<file path="src/rtl/fisr_pkg.sv">
// Shared constants, types and helper functions for the approximate square root pipeline.
`default_nettype none

package fisr_pkg;

  // Seed constant and single-precision literals used by the datapath
  localparam logic [31:0] SEED_MAGIC        = 32'h5F3759DF;
  localparam logic [31:0] HALF_BITS         = 32'h3F000000;
  localparam logic [31:0] THREE_HALVES_BITS = 32'h3FC00000;
  localparam logic [31:0] CANON_NAN         = 32'h7FC00000;

  // Latency of one float operator and of one Newton refinement (four operators)
  localparam int unsigned OP_LAT   = 3;
  localparam int unsigned STEP_LAT = 4 * OP_LAT;

  // Operands that travel alongside one refinement
  typedef struct packed {
    logic [31:0] x;
    logic [31:0] half;
    logic [31:0] y;
  } item_t;

  // Leading zero count of a 48-bit word, 48 when all zero
  function automatic logic [5:0] lzc48(input logic [47:0] v);
    logic [5:0] n;
    n = 6'd48;
    for (int i = 0; i < 48; i++) begin
      if (v[i]) n = 6'(47 - i);
    end
    return n;
  endfunction

endpackage

`default_nettype wire

</file>
<file path="src/rtl/fisr_fmul.sv">
// Three-stage IEEE single multiplier, round to nearest even, full subnormal support.
`default_nettype none

module fisr_fmul (
  input  wire logic        clk_i,
  input  wire logic        rst_ni,
  input  wire logic        valid_i,
  input  wire logic [31:0] a_i,
  input  wire logic [31:0] b_i,
  output logic             valid_o,
  output logic [31:0]      p_o
);

  // Stage 1: decode and multiply significands
  logic [7:0]  ea, eb;
  logic [23:0] ma, mb;
  logic        a_zero, b_zero, a_inf, b_inf, a_nan, b_nan;
  logic [9:0]  eae, ebe;

  always_comb begin
    ea     = a_i[30:23];
    eb     = b_i[30:23];
    ma     = {ea != 8'd0, a_i[22:0]};
    mb     = {eb != 8'd0, b_i[22:0]};
    a_zero = (ea == 8'd0) && (a_i[22:0] == 23'd0);
    b_zero = (eb == 8'd0) && (b_i[22:0] == 23'd0);
    a_inf  = (ea == 8'hFF) && (a_i[22:0] == 23'd0);
    b_inf  = (eb == 8'hFF) && (b_i[22:0] == 23'd0);
    a_nan  = (ea == 8'hFF) && (a_i[22:0] != 23'd0);
    b_nan  = (eb == 8'hFF) && (b_i[22:0] != 23'd0);
    eae    = (ea == 8'd0) ? 10'd1 : {2'b00, ea};
    ebe    = (eb == 8'd0) ? 10'd1 : {2'b00, eb};
  end

  logic               v1_q, v2_q, v3_q;
  logic               s1_sign_q, s1_nan_q, s1_inf_q, s1_zero_q;
  logic [47:0]        s1_prod_q;
  logic signed [9:0]  s1_t_q;

  always_ff @(posedge clk_i or negedge rst_ni) begin
    if (!rst_ni) begin
      v1_q <= 1'b0;
    end else begin
      v1_q <= valid_i;
    end
  end

  always_ff @(posedge clk_i) begin
    s1_sign_q <= a_i[31] ^ b_i[31];
    s1_nan_q  <= a_nan | b_nan | (a_inf & b_zero) | (b_inf & a_zero);
    s1_inf_q  <= a_inf | b_inf;
    s1_zero_q <= a_zero | b_zero;
    s1_prod_q <= ma * mb;
    s1_t_q    <= $signed(eae + ebe - 10'd127);
  end

  // Stage 2: normalize, or denormalize with sticky for tiny results
  logic [5:0]  lz;
  logic [5:0]  rs;
  logic [9:0]  rs_full;
  logic [47:0] m2_d;
  logic        st2_d;
  logic [9:0]  e2_d;

  always_comb begin
    lz      = fisr_pkg::lzc48(s1_prod_q);
    rs_full = 10'(-s1_t_q);
    rs      = (rs_full > 10'd48) ? 6'd48 : rs_full[5:0];
    m2_d    = s1_prod_q;
    st2_d   = 1'b0;
    e2_d    = 10'd0;
    if (s1_t_q < 0) begin
      m2_d  = s1_prod_q >> rs;
      st2_d = (s1_prod_q & ~({48{1'b1}} << rs)) != 48'd0;
    end else if ($signed({4'b0000, lz}) <= s1_t_q) begin
      m2_d = s1_prod_q << lz;
      e2_d = 10'(s1_t_q - $signed({4'b0000, lz}) + 10'sd1);
    end else begin
      m2_d = s1_prod_q << s1_t_q[5:0];
    end
  end

  logic        s2_sign_q, s2_nan_q, s2_inf_q, s2_zero_q, s2_st_q;
  logic [47:0] s2_m_q;
  logic [9:0]  s2_e_q;

  always_ff @(posedge clk_i or negedge rst_ni) begin
    if (!rst_ni) begin
      v2_q <= 1'b0;
    end else begin
      v2_q <= v1_q;
    end
  end

  always_ff @(posedge clk_i) begin
    s2_sign_q <= s1_sign_q;
    s2_nan_q  <= s1_nan_q;
    s2_inf_q  <= s1_inf_q;
    s2_zero_q <= s1_zero_q;
    s2_m_q    <= m2_d;
    s2_st_q   <= st2_d;
    s2_e_q    <= e2_d;
  end

  // Stage 3: round to nearest even and pack; carries ripple into the exponent
  logic [30:0] base, mag;
  logic        guard, sticky, inc;
  logic [31:0] p_d;

  always_comb begin
    base   = {s2_e_q[7:0], s2_m_q[46:24]};
    guard  = s2_m_q[23];
    sticky = (s2_m_q[22:0] != 23'd0) | s2_st_q;
    inc    = guard & (sticky | s2_m_q[24]);
    mag    = base + {30'd0, inc};
    if (s2_nan_q) begin
      p_d = fisr_pkg::CANON_NAN;
    end else if (s2_inf_q || s2_e_q >= 10'd255) begin
      p_d = {s2_sign_q, 8'hFF, 23'd0};
    end else if (s2_zero_q) begin
      p_d = {s2_sign_q, 31'd0};
    end else begin
      p_d = {s2_sign_q, mag};
    end
  end

  always_ff @(posedge clk_i or negedge rst_ni) begin
    if (!rst_ni) begin
      v3_q <= 1'b0;
    end else begin
      v3_q <= v2_q;
    end
  end

  always_ff @(posedge clk_i) begin
    p_o <= p_d;
  end

  assign valid_o = v3_q;

endmodule

`default_nettype wire

</file>
<file path="config.mk">
export PLATFORM = sky130hd
export DESIGN_NAME = fisr_fmul
export DESIGN_NICKNAME = d
export VERILOG_FILES = /design/src/rtl/fisr_pkg.sv /design/src/rtl/fisr_fmul.sv
export SDC_FILE = /design/constraint.sdc
export NUM_CORES = 2
export LEC_CHECK = 0
export BUFFER_PORTS_ARGS = -buffer_cell sky130_fd_sc_hd__buf_2
export CAP_MARGIN = 15
export CORE_MARGIN = 2
export CORE_UTILIZATION = 50
export CTS_CLUSTER_DIAMETER = 50
export CTS_CLUSTER_SIZE = 16
export DETAILED_ROUTE_END_ITERATION = 16
export GPL_TIMING_DRIVEN = 0
export PLACE_DENSITY = 0.69
export SYNTH_ARGS = -nofsm -noshare
export SYNTH_HDL_FRONTEND = slang
export SYNTH_SLANG_ARGS = --single-unit
</file>
<file path="constraint.sdc">
create_clock -name clk_i -period 4.6 [get_ports clk_i]
set_clock_uncertainty 0.05 [all_clocks]
set_input_delay 0 -clock clk_i [delete_from_list [all_inputs] [get_ports clk_i]]
set_output_delay 0 -clock clk_i [all_outputs]
set_load 0.05 [all_outputs]
</file>
==> metrics.md <==
| Metric | Value |
|---|---|
| Top sig layer | met5 |
| Clock-pin slew on the worst setup and hold paths | 0.07 ns |
| Slew Viols, Final | 0 |
| Worst hold path class | in2reg |
| Register area share after synthesis | 0.100 |
| RSZ-0062 raised after global routing | yes |
| GRT overflow | 0 |
| WL met2 | 58900 µm |
| Num CTS Buffers | 17 |
| Initial antenna violation count | 4 |
| Area of the die | 0.0660 mm² |
| Post-Route WL | 134000 µm |
| CTS tree | yes |
| Flop and latch count out of synthesis | 159 |
| Post-synth EDFFs | 0 |
| Max-slew headroom | 0.297 |
| DIE WIDTH | 257 µm |
| RD Place Congestion | 1.09 |
| Worst-Margin Slew | 1.05 ns |
| CP required | 4.90 ns |
| Yosys top cell area share | 0.303 |
| CP max FO | 6 |
| Post-DRT Antenna Nets | 0 |
| Cell with the most instances after synthesis | nand2_1 |
| # port buffers | 90 |
| Filler cell count | 5522 |
| Synth top area cells | fa_1 30%, dfxtp_1 9.8%, ha_1 8.4% |
| Layout cell share with drive strength beyond 1 | 0.174 |
| Worst setup SP type | input pin |
| Met3 routed WL | 15900 µm |
| DR WL/cell | 27.1 µm |
| Gr usage total | 0.403 |
| Cell Area, Synth | 0.0320 mm² |
| Violated checks | negative setup slack |
| Vias | 30974 |
| CTS sink count | 159 |
| Final setup margin | -1.82 ns |
| Final setup TNS | -92.32 ns |
| First-pass GRT wire length | 198000 µm |
| Synth top cells by count | 562 x nand2_1, 544 x inv_1, 484 x fa_1, 231 x and2_1, 215 x ha_1 |
| Status | finished, violations left |
| Vias/cell | 6.24 |
| Detailed placer's ending HPWL | 103000 µm |
| Tmin final | 6.42 ns |
| Yosys warns | 0 |
| DR iter-0 viols | 4098 |
| R2R setup slack | -1.58 ns |
| Worst setup EP type | register |
| Fmax | 156 MHz |
| Synthesized Nets | 4626 |
| Count of final setup violators | 83 |
| Synth Flop Type | dfxtp_1 |
| Critical path type | in2reg |
| Post-Syn Area per Cell | 8.28 µm² |
| Largest net degree at the start of global routing | 17 |
| Rows | 92 |
| Critical path arrival | 6.72 ns |
| DRT Pass-1 Iters | 7 |
| Root Driver | clkbuf_16 |
| Final worst-path cycle share | 1.40 |
| Ports | 100 |
| Final nets | 4869 |
| Layout area overhead | 18.8% |
| Final Hold Fails | 0 |
| Die height | 257 µm |
| DRC Markers | 0 |
| Area leader, netlist | fa_1 |
| Core area | 0.0632 mm² |
| Metal1 wirelength | 47200 µm |
| Post-synthesis cell type count | 100 |
| Max cap viols | 0 |
| Utilization after layout | 0.601 |
| Async set-reset flop share out of synthesis | 0.0189 |
| Clock Latency Late Sink | 0.46 ns |
| Max clock buf depth | 2 |
| Cell count after synthesis | 3860 |
| Number of global-route vias before repair | 31144 |
| H-tree level count | 4 |
| Initial Util | 0.506 |
state kept, by name, indices dropped and copies added, names as in the netlist, 10 cells and up:
register and cells:
p_o 32, s1_prod_q 48, s1_t_q 10, s2_e_q 10, s2_m_q 47
layout by cell type, fill, tap and decap left out, types with 26 or more instances in the layout:
cell type,synthesis,final
clkbuf_8,0,27
buf_6,12,44
buf_2,49,97
a21o_1,28,27
nor3_1,70,64
nor2_1,170,161
a211oi_1,32,26
mux2i_1,154,147
buf_4,6,124
fa_1,484,460
o21ai_0,117,96
nand3_1,66,66
xnor2_1,59,54
nand2_1,562,539
xor2_1,31,30
and2_1,231,223
inv_1,544,529
clkbuf_16,0,49
ha_1,215,189
o211ai_1,33,33
clkbuf_1,202,71
nor4_1,39,30
clkbuf_2,1,34
a21oi_1,159,134
dfxtp_1,156,153
through the flow:
stage	cells	area (µm²)	hold slack [ns]	setup WS [ns]
after floorplan	3860	32600	-0.346	-1.74
after global placement	4796	34100	-0.255	-3.14
after detailed placement	4796	34100	-0.252	-3.16
after CTS	4923	37200	0.000837	-1.71
after global routing	4961	38000	0.0383	-1.94
final	4962	38000	0.0183	-1.82
cell families (layout without fill, tap and decap cells):
family / after synthesis / count (layout) / share of synthesized area
simple gates: 1260 / 1260 / 0.186
buf+inv: 820 / 1075 / 0.102
fa+ha+maj: 700 / 700 / 0.388
compound gates: 645 / 645 / 0.137
mux: 186 / 186 / 0.0627
flops: 159 / 159 / 0.100
xor+xnor: 90 / 90 / 0.0247
other cells: 0 / 1 / 0
layer usage:
metal,vias up,track usage
li1,13134,-
met1,14902,0.476
met2,2289,0.629
met3,645,0.112
met4,4,0.299
met5,-,0
final timing paths:
path / startpoint / to / cells after the start
worst max-delay path: b_i[0] / s1_prod_q[42] / 24
worst max register to register: s1_prod_q[44] / s2_m_q[38] / 19
worst min register to register: s1_nan_q / s2_nan_q / 0
max in group asynchronous: rst_ni / v1_q / 3
worst min-delay path: b_i[24] / s1_t_q[1] / 4
min in group asynchronous: rst_ni / valid_o / 3
area by class of cell:
type / count / area (µm²) / share of cell area
sequential: 159 / 3200 / 0.0843
buffer: 263 / 2400 / 0.0633
clock inverter: 14 / 151 / 0.00399
inverter: 547 / 2060 / 0.0542
tap: 846 / 1060 / 0.0279
multi-input combinational: 2881 / 26700 / 0.704
clock buffer: 17 / 425 / 0.0112
antenna: 1 / 2.50 / 0.0000659
timing repair buffer: 234 / 1940 / 0.0512
critical path, cell delays in order:
cell       delay [ns]
buf_6            0.12
clkbuf_8         0.17
and2_1           0.18
fa_1             0.57
fa_1             0.44
fa_1             0.57
fa_1             0.44
fa_1             0.55
inv_2            0.04
fa_1             0.50
inv_1            0.07
fa_2             0.62
ha_4             0.25
a2111oi_4        0.41
o31ai_2          0.11
a31oi_1          0.16
buf_4            0.16
o21ai_4          0.07
a221o_1          0.38
a21bo_2          0.26
o221a_4          0.26
buf_4            0.13
buf_6            0.11
xor2_2           0.13
what timing repair did:
action / in CTS / in global routing
endpoints found under the setup margin: 85 / 83
buffers inserted: 88 / 35
hold buffers: 18 / 0
hold endpoints to repair: 12 / 0
gates resized for setup: 415 / 145
cloned: 1 / 1
pin swaps: 89 / 89
Power is not shown: default switching activity piles up to over one toggle a cycle in this logic, so the estimate is an artifact.
